File: config.mk
export PLATFORM = sky130hd
export DESIGN_NAME = wlan_mac_frame_builder_unit
export DESIGN_NICKNAME = d
export VERILOG_FILES = /design/src/design/wfb_pkg.sv /design/src/design/wlan_mac_frame_builder_unit.sv /design/src/design/wfb_front.sv /design/src/design/wfb_queue.sv /design/src/design/wfb_back.sv
export SDC_FILE = /design/constraint.sdc
export NUM_CORES = 1
export LEC_CHECK = 0
export BUFFER_PORTS_ARGS = -buffer_cell sky130_fd_sc_hd__buf_4
export CORE_MARGIN = 1
export CORE_UTILIZATION = 35
export DETAILED_ROUTE_END_ITERATION = 7
export PLACE_DENSITY = 0.54
export SYNTH_ARGS = -nofsm -noshare
export SYNTH_HDL_FRONTEND = slang
export SYNTH_SLANG_ARGS = --single-unit
export TNS_END_PERCENT = 1
File: constraint.sdc
create_clock -name i_clk -period 8.1 [get_ports i_clk]
set_input_delay 0.81 -clock i_clk [delete_from_list [all_inputs] [get_ports i_clk]]
set_output_delay 0.81 -clock i_clk [all_outputs]
set_load 0.05 [all_outputs]
File: src/design/wfb_pkg.sv
// Shared types, constants and byte functions of the 802.11 MAC frame builder.
package wfb_pkg;

    localparam int unsigned MAX_PAYLOAD  = 1500;
    localparam int unsigned CNT_W        = $clog2(MAX_PAYLOAD + 1);
    localparam int unsigned ADDR_W       = 48;
    localparam int unsigned SEQ_W        = 12;
    localparam int unsigned DATA_HDR_LEN = 24;
    localparam int unsigned ACK_HDR_LEN  = 10;
    localparam int unsigned FCS_LEN      = 4;
    localparam int unsigned POS_W        = 5;

    localparam logic [7:0]  FC_DATA      = 8'h08;
    localparam logic [7:0]  FC_ACK       = 8'hD4;
    localparam logic [31:0] CRC_POLY     = 32'hEDB88320;
    localparam logic [31:0] CRC_PRESET   = 32'hFFFFFFFF;

    localparam logic [1:0]  REG_DESTINATION = 2'd0;
    localparam logic [1:0]  REG_SOURCE      = 2'd1;
    localparam logic [1:0]  REG_BSS         = 2'd2;

    typedef enum logic [1:0] {
        CMD_PAYLOAD = 2'd0,
        CMD_EMPTY   = 2'd1,
        CMD_ACK     = 2'd2,
        CMD_UNUSED  = 2'd3
    } t_cmd;

    typedef struct packed {
        logic [1:0]        command;
        logic [7:0]        payload_byte;
        logic              final_payload;
        logic [ADDR_W-1:0] receiver_address;
    } t_in_item;

    typedef struct packed {
        logic [7:0] frame_byte;
        logic       end_of_frame;
        logic       too_large;
    } t_out_item;

    // One unit of work for the back end: which sections of a frame to send.
    typedef struct packed {
        logic              hdr;
        logic              ack;
        logic              pay;
        logic              fcs;
        logic              too_large;
        logic [7:0]        data;
        logic [ADDR_W-1:0] ra;
    } t_job;

    function automatic logic [31:0] crc_byte(input logic [31:0] c_in, input logic [7:0] b);
        logic [31:0] c;
        c = c_in ^ {24'd0, b};
        for (int k = 0; k < 8; k++) begin
            c = c[0] ? ((c >> 1) ^ CRC_POLY) : (c >> 1);
        end
        return c;
    endfunction

    // Byte k of an address, most significant byte first.
    function automatic logic [7:0] addr_byte(input logic [ADDR_W-1:0] a, input logic [2:0] k);
        logic [7:0] b;
        unique case (k)
            3'd0:    b = a[47:40];
            3'd1:    b = a[39:32];
            3'd2:    b = a[31:24];
            3'd3:    b = a[23:16];
            3'd4:    b = a[15:8];
            3'd5:    b = a[7:0];
            default: b = 8'd0;
        endcase
        return b;
    endfunction

    function automatic logic [7:0] data_hdr_byte(input logic [POS_W-1:0] pos,
                                                 input logic [ADDR_W-1:0] dst,
                                                 input logic [ADDR_W-1:0] src,
                                                 input logic [ADDR_W-1:0] bss,
                                                 input logic [SEQ_W-1:0] seq);
        logic [7:0]  b;
        logic [15:0] sc;
        sc = {seq, 4'd0};
        unique case (pos) inside
            5'd0:           b = FC_DATA;
            [5'd4:5'd9]:    b = addr_byte(dst, 3'(pos - 5'd4));
            [5'd10:5'd15]:  b = addr_byte(src, 3'(pos - 5'd10));
            [5'd16:5'd21]:  b = addr_byte(bss, 3'(pos - 5'd16));
            5'd22:          b = sc[7:0];
            5'd23:          b = sc[15:8];
            default:        b = 8'd0;
        endcase
        return b;
    endfunction

    function automatic logic [7:0] ack_hdr_byte(input logic [POS_W-1:0] pos,
                                                input logic [ADDR_W-1:0] ra);
        logic [7:0] b;
        unique case (pos) inside
            5'd0:        b = FC_ACK;
            [5'd4:5'd9]: b = addr_byte(ra, 3'(pos - 5'd4));
            default:     b = 8'd0;
        endcase
        return b;
    endfunction

endpackage

File: src/design/wlan_mac_frame_builder_unit.sv
// Top level of the 802.11 MAC frame builder: front end, job queue and byte sequencer.
// Emits one frame byte per cycle when the output is not stalled. Payload bytes inside
// a frame stream through at one byte per cycle; the first byte of a data frame follows
// the 24 header bytes, the final one is followed by the 4 FCS bytes, an empty data frame
// is 28 bytes long and an ack frame 14. The back-end sequencer sends one byte per cycle
// while the output is not stalled; a two-entry job queue lets input transfers continue
// while a header or FCS burst is still being sent. Address registers should be written
// only while no frame is in progress.
module wlan_mac_frame_builder_unit
    import wfb_pkg::*;
(
    input  logic              i_clk,
    input  logic              i_rst_n,
    input  logic              i_cfg_we,
    input  logic [1:0]        i_cfg_index,
    input  logic [ADDR_W-1:0] i_cfg_data,
    input  logic              i_in_valid,
    output logic              o_in_stall,
    input  t_in_item          i_in_item,
    output logic              o_out_valid,
    input  logic              i_out_stall,
    output t_out_item         o_out_item
);

    logic push, pop, q_full, q_empty;
    t_job job, head;

    assign o_in_stall = q_full;

    wfb_front u_front (
        .i_clk     (i_clk),
        .i_rst_n   (i_rst_n),
        .i_in_valid(i_in_valid),
        .i_in_item (i_in_item),
        .i_q_full  (q_full),
        .o_push    (push),
        .o_job     (job)
    );

    wfb_queue u_queue (
        .i_clk  (i_clk),
        .i_rst_n(i_rst_n),
        .i_push (push),
        .i_job  (job),
        .i_pop  (pop),
        .o_full (q_full),
        .o_empty(q_empty),
        .o_head (head)
    );

    wfb_back u_back (
        .i_clk      (i_clk),
        .i_rst_n    (i_rst_n),
        .i_cfg_we   (i_cfg_we),
        .i_cfg_index(i_cfg_index),
        .i_cfg_data (i_cfg_data),
        .i_q_empty  (q_empty),
        .i_head     (head),
        .o_pop      (pop),
        .o_out_valid(o_out_valid),
        .i_out_stall(i_out_stall),
        .o_out_item (o_out_item)
    );

endmodule

File: src/design/wfb_front.sv
// Front end: accepts input items, tracks frame state and turns each item that has work into a job.
module wfb_front
    import wfb_pkg::*;
(
    input  logic     i_clk,
    input  logic     i_rst_n,
    input  logic     i_in_valid,
    input  t_in_item i_in_item,
    input  logic     i_q_full,
    output logic     o_push,
    output t_job     o_job
);

    logic             r_in_frame, n_in_frame;
    logic [CNT_W-1:0] r_count, n_count;
    logic             r_ovf, n_ovf;

    logic             accept;
    logic [CNT_W-1:0] eff_count;
    logic             eff_ovf;
    logic             drop;
    t_job             job;
    logic             has_work;

    assign accept    = i_in_valid && !i_q_full;
    assign eff_count = r_in_frame ? r_count : '0;
    assign eff_ovf   = r_in_frame && r_ovf;
    assign drop      = (eff_count >= CNT_W'(MAX_PAYLOAD));

    always_comb begin
        job           = '0;
        job.data      = i_in_item.payload_byte;
        job.ra        = i_in_item.receiver_address;
        n_in_frame    = r_in_frame;
        n_count       = r_count;
        n_ovf         = r_ovf;
        unique case (t_cmd'(i_in_item.command))
            CMD_PAYLOAD: begin
                job.hdr       = !r_in_frame;
                job.pay       = !drop;
                job.fcs       = i_in_item.final_payload;
                job.too_large = eff_ovf || drop;
                if (i_in_item.final_payload) begin
                    n_in_frame = 1'b0;
                    n_count    = '0;
                    n_ovf      = 1'b0;
                end else begin
                    n_in_frame = 1'b1;
                    n_count    = drop ? eff_count : eff_count + 1'b1;
                    n_ovf      = eff_ovf || drop;
                end
            end
            CMD_EMPTY: begin
                job.hdr = !r_in_frame;
                job.fcs = !r_in_frame;
            end
            CMD_ACK: begin
                job.ack = !r_in_frame;
                job.fcs = !r_in_frame;
            end
            default: ;
        endcase
    end

    // A dropped byte that does not close its frame produces no transfer at all.
    assign has_work = job.hdr || job.ack || job.pay || job.fcs;
    assign o_push   = accept && has_work;
    assign o_job    = job;

    always_ff @(posedge i_clk) begin
        if (!i_rst_n) begin
            r_in_frame <= 1'b0;
            r_count    <= '0;
            r_ovf      <= 1'b0;
        end else if (accept) begin
            r_in_frame <= n_in_frame;
            r_count    <= n_count;
            r_ovf      <= n_ovf;
        end
    end

endmodule

File: src/design/wfb_queue.sv
// Two-entry job queue between the front end and the back end.
module wfb_queue
    import wfb_pkg::*;
(
    input  logic i_clk,
    input  logic i_rst_n,
    input  logic i_push,
    input  t_job i_job,
    input  logic i_pop,
    output logic o_full,
    output logic o_empty,
    output t_job o_head
);

    t_job       r_mem [2];
    logic       r_wr_ptr;
    logic       r_rd_ptr;
    logic [1:0] r_count;

    assign o_full  = (r_count == 2'd2);
    assign o_empty = (r_count == 2'd0);
    assign o_head  = r_mem[r_rd_ptr];

    always_ff @(posedge i_clk) begin
        if (i_push) begin
            r_mem[r_wr_ptr] <= i_job;
        end
    end

    always_ff @(posedge i_clk) begin
        if (!i_rst_n) begin
            r_wr_ptr <= 1'b0;
            r_rd_ptr <= 1'b0;
            r_count  <= 2'd0;
        end else begin
            if (i_push) begin
                r_wr_ptr <= !r_wr_ptr;
            end
            if (i_pop) begin
                r_rd_ptr <= !r_rd_ptr;
            end
            r_count <= r_count + {1'b0, i_push} - {1'b0, i_pop};
        end
    end

`ifndef NO_ASSERTIONS
    a_no_overfill: assert property (@(posedge i_clk) disable iff (!i_rst_n)
        i_push |-> !o_full)
        else $error("job written into a full queue");
    a_no_underrun: assert property (@(posedge i_clk) disable iff (!i_rst_n)
        i_pop |-> !o_empty)
        else $error("job taken from an empty queue");
`endif

endmodule

File: src/design/wfb_back.sv
// Back end: sequences header, payload and FCS bytes of each job into the output register.
module wfb_back
    import wfb_pkg::*;
(
    input  logic              i_clk,
    input  logic              i_rst_n,
    input  logic              i_cfg_we,
    input  logic [1:0]        i_cfg_index,
    input  logic [ADDR_W-1:0] i_cfg_data,
    input  logic              i_q_empty,
    input  t_job              i_head,
    output logic              o_pop,
    output logic              o_out_valid,
    input  logic              i_out_stall,
    output t_out_item         o_out_item
);

    typedef enum logic [3:0] {
        BS_START = 4'b0001,
        BS_HEAD  = 4'b0010,
        BS_BODY  = 4'b0100,
        BS_FCS   = 4'b1000
    } t_bstate;

    logic [ADDR_W-1:0] r_dst, r_src, r_bss;
    logic [SEQ_W-1:0]  r_seq;
    logic [31:0]       r_crc, n_crc;
    t_bstate           r_state, n_state, cur;
    logic [POS_W-1:0]  r_pos, n_pos;
    logic              r_out_valid;
    t_out_item         r_out, n_out;

    logic              fire;
    logic              job_done;
    logic              seq_step;
    logic [POS_W-1:0]  head_last;
    logic [31:0]       fcs;

    assign fire      = !i_q_empty && (!r_out_valid || !i_out_stall);
    assign head_last = i_head.ack ? POS_W'(ACK_HDR_LEN - 1) : POS_W'(DATA_HDR_LEN - 1);
    assign fcs       = ~r_crc;

    // At the start of a job the first section comes straight from the queue head.
    always_comb begin
        if (r_state == BS_START) begin
            if (i_head.hdr || i_head.ack) begin
                cur = BS_HEAD;
            end else if (i_head.pay) begin
                cur = BS_BODY;
            end else begin
                cur = BS_FCS;
            end
        end else begin
            cur = r_state;
        end
    end

    always_comb begin
        n_out    = '0;
        n_crc    = r_crc;
        n_state  = cur;
        n_pos    = r_pos;
        job_done = 1'b0;
        seq_step = 1'b0;
        unique case (cur)
            BS_HEAD: begin
                n_out.frame_byte = i_head.ack ? ack_hdr_byte(r_pos, i_head.ra)
                                              : data_hdr_byte(r_pos, r_dst, r_src, r_bss, r_seq);
                n_crc = crc_byte((r_pos == '0) ? CRC_PRESET : r_crc, n_out.frame_byte);
                if (r_pos == head_last) begin
                    seq_step = !i_head.ack;
                    n_pos    = '0;
                    if (i_head.pay) begin
                        n_state = BS_BODY;
                    end else if (i_head.fcs) begin
                        n_state = BS_FCS;
                    end else begin
                        job_done = 1'b1;
                    end
                end else begin
                    n_pos = r_pos + 1'b1;
                end
            end
            BS_BODY: begin
                n_out.frame_byte = i_head.data;
                n_crc            = crc_byte(r_crc, i_head.data);
                n_pos            = '0;
                if (i_head.fcs) begin
                    n_state = BS_FCS;
                end else begin
                    job_done = 1'b1;
                end
            end
            BS_FCS: begin
                unique case (r_pos[1:0])
                    2'd0:    n_out.frame_byte = fcs[7:0];
                    2'd1:    n_out.frame_byte = fcs[15:8];
                    2'd2:    n_out.frame_byte = fcs[23:16];
                    default: n_out.frame_byte = fcs[31:24];
                endcase
                if (r_pos == POS_W'(FCS_LEN - 1)) begin
                    n_out.end_of_frame = 1'b1;
                    n_out.too_large    = i_head.too_large;
                    n_crc              = CRC_PRESET;
                    n_pos              = '0;
                    job_done           = 1'b1;
                end else begin
                    n_pos = r_pos + 1'b1;
                end
            end
            default: ;
        endcase
        if (job_done) begin
            n_state = BS_START;
        end
    end

    assign o_pop       = fire && job_done;
    assign o_out_valid = r_out_valid;
    assign o_out_item  = r_out;

    always_ff @(posedge i_clk) begin
        if (!i_rst_n) begin
            r_dst <= '0;
            r_src <= '0;
            r_bss <= '0;
        end else if (i_cfg_we) begin
            unique case (i_cfg_index)
                REG_DESTINATION: r_dst <= i_cfg_data;
                REG_SOURCE:      r_src <= i_cfg_data;
                REG_BSS:         r_bss <= i_cfg_data;
                default: ;
            endcase
        end
    end

    always_ff @(posedge i_clk) begin
        if (fire) begin
            r_out <= n_out;
        end
    end

    always_ff @(posedge i_clk) begin
        if (!i_rst_n) begin
            r_state     <= BS_START;
            r_pos       <= '0;
            r_crc       <= CRC_PRESET;
            r_seq       <= '0;
            r_out_valid <= 1'b0;
        end else if (fire) begin
            r_state     <= n_state;
            r_pos       <= n_pos;
            r_crc       <= n_crc;
            r_out_valid <= 1'b1;
            if (seq_step) begin
                r_seq <= r_seq + 1'b1;
            end
        end else if (!i_out_stall) begin
            r_out_valid <= 1'b0;
        end
    end

`ifndef NO_ASSERTIONS
    a_fcs_pos: assert property (@(posedge i_clk) disable iff (!i_rst_n)
        (r_state == BS_FCS) |-> (r_pos < POS_W'(FCS_LEN)))
        else $error("FCS byte position out of range");
    a_too_large_at_end: assert property (@(posedge i_clk) disable iff (!i_rst_n)
        (r_out_valid && r_out.too_large) |-> r_out.end_of_frame)
        else $error("oversize flag away from the end of a frame");
    a_start_after_pop: assert property (@(posedge i_clk) disable iff (!i_rst_n)
        o_pop |=> (r_state == BS_START) && (r_pos == '0))
        else $error("sequencer did not return to the start of a job");
`endif

endmodule

# == Yosys cells after proc, flatten, opt, wreduce, memory -nomap -nowiden ==
# Memory sizes are Yosys's and may differ from the RTL's. A register that Yosys moved wholly into a read port is not among the register bits.
# Cells that the tools add are included.
# op_classes
mux,66
magnitude_cmp,7
n_eq_ne,32
n_addsub,8
reduce_logical,42
n_bitwise,19
# ops
op,count
$mux 32,18
$pmux 8 s6,5
$not 13->14,16
$pmux 32 s3,1
$xor 32x8->32,2
$pmux 8 s3,2
$mux 11,3
$not 32->32,1
$mux 4,7
$mux 8,3
$eq 3x2->1 const B,6
$eq 3x3->1 const B,6
$mux 1,18
$pmux 8 s2,1
$mux 5,3
$pmux 5 s3,1
$reduce_and 2->1,7
$add 12x1->12 const B,1
$add 11x1->11 const B,1
$ge 11x11->1 const B,1
$eq 5x5->1 const B,2
$le 5x4->1 const B,2
$eq 3x1->1 const B,3
$logic_not 1->1,9
other kinds (31),55
# totals
mem_bits_rw,122
input_bits,114
register_bits,225
out_inout_bits,12
memories,1
# memory_table
memory,depth,width,rd,rd_ports_with_merged_regs,wr,line_no,rtl
u_queue.r_mem,2,61,1,1,1,wfb_queue.sv:15,t_job r_mem [2];

# == Depth between registers and ports, before layout ==
# depth
depth_word,24
mapped_depth,19
ltp_nobuf,15

# == Cells and area by module ==
# Synthesis repeated with hierarchy kept, for this count alone.
# unflattened
hier_cells,1829
hier_area_um2,18033.5
# by_module_without_submodules
module,cells_per_inst,area_each_um2,instances
wfb_back,1444,11666.2,1
wfb_queue,211,4932.2,1
wfb_front,174,1435.1,1

# == Least setup slack after synthesis ==
# OpenSTA, ideal clock, no wires.
# synth_path
path_type,input port to flip-flop
start,input i_in_item[57] in the netlist's numbering
end,"memory u_queue.r_mem[0][0] in the netlist's numbering, enable pin"
path_buffers,0
stages,6
t_arrival_ns,5.599
setup_ns,0.558
t_required_ns,7.542
path_slack_ns,1.944
path_cell_list,inv_1 > ha_1 > a22oi_1 > nor2_1 > nor4_1 > nor3_1
# synth_lines
item,line_no,rtl
"start, declared",wlan_mac_frame_builder_unit.sv:19,"input t_in_item i_in_item,"
"end, declared",wfb_queue.sv:15,

# == Final worst setup path ==
# layout_path
start,register u_back.r_pos[2]
end,register u_back.r_crc[20]
# layout_between
elab_chain_cells,21
word_cells_on_any_way,62
cone_classes,3 x add/sub; 6 x order compare; 19 x eq/ne; 19 x mux; 7 x bitwise; 8 x reduce/logical
# layout_rtl
item,line_no,rtl
"start, declared",wfb_back.sv:29,"logic [POS_W-1:0] r_pos, n_pos;"
"start signal, assigned",wfb_back.sv:152,r_pos <= n_pos;
$sub 3x1->3 (tied with other cells),wfb_pkg.sv:89,"[5'd16:5'd21]: b = addr_byte(bss, 3'(pos - 5'd16));"
$eq 3x3->1 (tied with other cells),wfb_pkg.sv:65,unique case (k)
$pmux 8 s6,wfb_pkg.sv:65,
$pmux 8 s6 or $pmux 8 s2 (tied branches),"wfb_pkg.sv:85, wfb_pkg.sv:100",
$mux 8,wfb_back.sv:65,unique case (cur)
$mux 8,wfb_back.sv:67,"n_out.frame_byte = i_head.ack ? ack_hdr_byte(r_pos, i_head.ra)"
$xor 32x8->32,wfb_pkg.sv:55,"c = c_in ^ {24'd0, b};"
$mux 32,wfb_pkg.sv:57,c = c[0] ? ((c >> 1) ^ CRC_POLY) : (c >> 1);
[4 not listed],n/a,
$mux 32,wfb_pkg.sv:57,
$not 13->14 (no source line),n/a,
$mux 32 (2 in series),wfb_pkg.sv:57,
$not 13->14 (no source line),n/a,
$mux 32,wfb_pkg.sv:57,
$not 13->14 (no source line),n/a,
$mux 32,wfb_pkg.sv:57,
$pmux 32 s3,wfb_back.sv:65,
"end signal, assigned",wfb_back.sv:153,r_crc <= n_crc;
"end, declared",wfb_back.sv:27,"logic [31:0] r_crc, n_crc;"
# Several ways; a longest one is shown, not always the timed one. The select of a mux whose other input is x is not followed.
# A chain may end at the register's enable or synchronous reset.

==> results_tabular.tex <==
\begin{tabular}{lr}
\hline
Metric & Value \\
\hline
\multicolumn{2}{l}{\textbf{Worst setup path}} \\
\quad Critical path type & reg -> reg \\
\quad Critical-path cell list & buf\_4, inv\_1, ha\_1, a221oi\_1, a31oi\_1, a221o\_2, o22ai\_2, xor2\_1, xnor2\_4, xor2\_4, xor2\_1, o211ai\_1, a21oi\_1, nor2\_1 \\
\quad Required time at the worst-slack endpoint & 8.53 ns \\
\quad Critical path origin & u\_back.r\_pos[2] \\
\quad Critical path depth in cells & 14 \\
\quad Crit-path most repeated cell & xor2\_1 \\
\quad Family of cells with the greatest summed delay on the critical path & compound AO/OA/AOI/OAI gates \\
\quad Critical Path End Type & register \\
\quad Reg-to-reg setup timing slack & 3.01 ns \\
\quad Terminus of the critical flop-to-flop path & u\_back.r\_crc[20] \\
\quad Worst path bufs/invs & 2 \\
\quad Worst r2r src & u\_back.r\_pos[2] \\
\quad Slowest library cell on the worst path & ha\_1 \\
\quad Number of cell instances on the worst register-to-register path & 14 \\
\quad Largest driver fanout on the critical path & 61 \\
\quad Critical Path Start Type & register \\
\quad Arrival time reported for the critical path endpoint & 5.52 ns \\
\quad Setup crit end & u\_back.r\_crc[20] \\
\quad Max incr delay on CP & 0.71 ns \\
\multicolumn{2}{l}{\textbf{CTS}} \\
\quad Count of H-tree levels built during CTS & 2 \\
\quad Number of buffers added by the clock tree synthesis step & 41 \\
\quad Cell at the root of the clock tree & clkbuf\_16 \\
\quad Number of buffers on the longest clock path & 3 \\
\quad Clock sink count & 348 \\
\quad TritonCTS clock tree & built \\
\quad Number of buffers inserted by hold repair at cts & 0 \\
\quad Setup repair bufs after CTS & 0 \\
\quad Count of instances resized after the clock tree is built & 0 \\
\quad Clock transition at the registers of the reported paths & 0.06 ns \\
\quad Clk Latency, worst-skew pair & 0.56 ns \\
\multicolumn{2}{l}{\textbf{Logic synthesis}} \\
\quad Flip-flop and latch count after synthesis & 348 \\
\quad Post-synth EDFFs & 132 \\
\quad Number of distinct library cells after synthesis & 87 \\
\quad Sequential cell area fraction in the yosys report & 47.8\% \\
\quad Post-synthesis cell area & 0.0173 sq mm \\
\quad Proportion of synthesized flip-flops having asynchronous set or reset & 0\% \\
\quad Synthesis warning total & 0 \\
\quad Most frequently used flop master after synthesis & dfxtp\_1 \\
\quad Mean Syn Cell Area & 9.81 sq um \\
\quad Number of instances in the synthesized netlist & 1,768 \\
\quad Mapped Nets & 1,903 \\
\multicolumn{2}{l}{\textbf{Final layout}} \\
\quad Layout fillers & 4,795 \\
\quad Proportion of layout cells with a drive suffix above 1 & 15.4\% \\
\quad Highest-count cells in the layout ignoring fill and taps & nand2\_1 (394), dfxtp\_1 (214), a21boi\_0 (155) \\
\quad Post-layout nets & 1,975 \\
\quad Most common cell after layout, fill and taps aside & nand2\_1 \\
\quad Number of standard cells in the layout, taps in and fillers out & 2,535 \\
\quad Area growth from synthesis to layout & 15.9\% \\
\multicolumn{2}{l}{\textbf{Route}} \\
\quad Number of design-rule violations left by the first detailed-router iteration & 1,266 \\
\quad Via total after detailed routing & 13,700 \\
\quad Routed wire length & 54,700 um \\
\quad First-pass DRT Iterations & 6 \\
\quad Post-route antenna net violation count & 0 \\
\quad Drt drc & 0 \\
\quad Number of vias per cell & 5.40 \\
\quad Wire length per cell after detailed routing & 21.6 um \\
\multicolumn{2}{l}{\textbf{STA}} \\
\quad Finish-stage setup viols & 0 \\
\quad Clk\_skew & 0.0145 ns \\
\quad Number of hold violations in the final report & 0 \\
\quad Post-layout min period & 5.09 ns \\
\quad Final Max Tran Viols & 0 \\
\quad Top achievable clock speed & 0.196 GHz \\
\quad Unrepaired setup endpoints after global routing & false \\
\quad Transition time of the tightest slew-check pin & 1.11 ns \\
\quad Final critical-path share of the clock period & 62.9\% \\
\quad Headroom to the max-slew limit & 26.2\% \\
\quad Fin Setup TNS & 0 ns \\
\multicolumn{2}{l}{\textbf{GRT}} \\
\quad Vias in the first global route & 13,200 \\
\quad Maximum number of pins on one net before global-route repair & 80 \\
\quad All-Layer GR Usage & 21.7\% \\
\quad Gr ovfl total & 0 \\
\quad Antenna violations before repair & 0 \\
\quad First-pass GRT wire length & 83,900 um \\
\multicolumn{2}{l}{\textbf{Die}} \\
\quad FP Rows & 81 \\
\quad DIE AREA & 0.0505 sq mm \\
\quad Die span in y & 225 um \\
\quad Area of the core & 0.0490 sq mm \\
\quad Starting utilization of the core area & 35.4\% \\
\quad Number of placed I/O pins & 126 \\
\quad Horiz. Die Dim & 225 um \\
\multicolumn{2}{l}{\textbf{Pwr}} \\
\quad Peak supply drop & 0.000126 V \\
\quad Power density over the cells & 282 mW/mm\^{}2 \\
\quad Leakage & 6.78 nW \\
\multicolumn{2}{l}{\textbf{Placement}} \\
\quad DP HPWL & 37,400 um \\
\quad RePlAce Congestion & 0.893 \\
\quad Input/output buffers & 125 \\
\quad Count of placed standard cells including taps & 2,461 \\
\multicolumn{2}{l}{\textbf{Run}} \\
\quad Number of max-capacitance violations reported & 0 \\
\multicolumn{2}{l}{\textbf{Outcome}} \\
\quad Status & finished, final reports clean \\
\multicolumn{2}{l}{\textbf{Worst hold path}} \\
\quad Number of instances on the worst hold path & 1 \\
\quad Path type of the worst min-delay path & in -> reg \\
\hline
\end{tabular}
[how the worst min path moves through the flow]
stage	slack (ns)	to	startpoint
finish	0.44	u_queue.r_mem[1][2]	i_in_item[2]
global placement	0.45	u_back.r_dst[0]	u_back.r_dst[0]
global route	0.42	u_queue.r_mem[1][49]	i_in_item[50]
detailed placement	0.46	u_back.r_dst[0]	u_back.r_dst[0]
CTS	0.41	u_queue.r_mem[1][49]	i_in_item[50]
floorplan	0.44	u_back.r_bss[45]	u_back.r_bss[45]
[kinds of logic (layout without fill, tap and decap cells)]
family          Yosys count  count (layout)  share of synthesized area [%]
simple gates            614             614                           15.3
compound gates          447             447                           19.1
flops                   348             348                           47.8
buf+inv                 139             241                           3.69
xor+xnor                137             137                           8.11
mux                      62              62                           4.49
fa+ha+maj                21              21                           1.51
other cells               0               1                              0
[Yosys cell counts (18+ instances only)]
master,instances,area share (%)
nand2_1,394,8.5
dfxtp_1,216,25
a21boi_0,155,6.7
edfxtp_1,132,23
xnor2_1,95,4.8
nor2_1,91,2.0
clkbuf_1,79,1.7
a21oi_1,45,1.3
o21ai_0,35,1.0
mux2i_1,34,2.0
xor2_1,28,1.4
o22ai_1,24,0.87
ha_1,21,1.5
a221oi_1,19,0.96
a222oi_1,19,1.1
a22oi_1,19,0.82
and2_1,19,0.69
nand3_1,19,0.55
buf_2,18,0.52
[worst register-to-register path: stages, from the launching register on]
cell      delay, ns
dfxtp_2        0.31
buf_4          0.57
inv_1          0.35
ha_1           0.71
a221oi_1       0.59
a31oi_1        0.13
a221o_2        0.42
o22ai_2        0.30
xor2_1         0.36
xnor2_4        0.25
xor2_4         0.25
xor2_1         0.32
o211ai_1       0.15
a21oi_1        0.18
nor2_1         0.08
[registers in the layout (all words and copies together) (netlist names), 2 cells and up, named ones only]
signal / count
u_back.r_crc: 32
u_back.r_dst: 48
u_queue.r_count: 2
u_queue.r_mem: 122
u_front.r_count: 11
u_back.o_out_item: 10
u_back.r_bss: 48
u_back.r_pos: 5
u_back.r_seq: 12
u_back.r_state: 4
u_back.r_src: 48
[layer usage]
metal	track usage [%]	vias to the layer above	part of all wire, %
met5	0	-	0
met4	6.34	0	2.4
met3	3.36	78	5.0
met2	34.0	412	46
met1	30.9	6742	46
li1	-	6451	-
[area by class of cell]
class                   instances  area (sq um)  share of cell area [%]
multi-input cells            1281          8470                    42.1
inverters                      19          71.3                   0.355
clock inverters                15           140                   0.697
repair buffers                149          1120                    5.56
clock buffers                  58          1190                    5.93
diodes                          1          2.50                  0.0124
flip-flops and latches        348          8290                    41.2
well taps                     664           831                    4.13
[power breakdown]
group | leakage, nW | switching (W) | internal (W) | total, W
Sequential | 2.99 | 0.000132 | 0.00198 | 0.00211
Clock | 0.648 | 0.000743 | 0.00109 | 0.00183
Combinational | 3.14 | 0.00105 | 0.000673 | 0.00172
Total | 6.78 | 0.00192 | 0.00374 | 0.00567
[metrics by stage]
step / area [sq um] / utilization [%] / power, W / setup WS, ns / hold WS [ns]
final: 20100 / 41.1 / 0.00567 / 3.01 / 0.438
after global routing: 20100 / 41.1 / 0.00592 / 2.66 / 0.419
after CTS: 20100 / 41.1 / 0.00569 / 2.99 / 0.408
after detailed placement: 18800 / 38.4 / 0.00384 / 3.02 / 0.457
after global placement: 18800 / 38.4 / 0.00385 / 3.00 / 0.450
after floorplan: 17300 / - / 0.00335 / 1.94 / 0.439
Power figures use the tool's default switching activity.
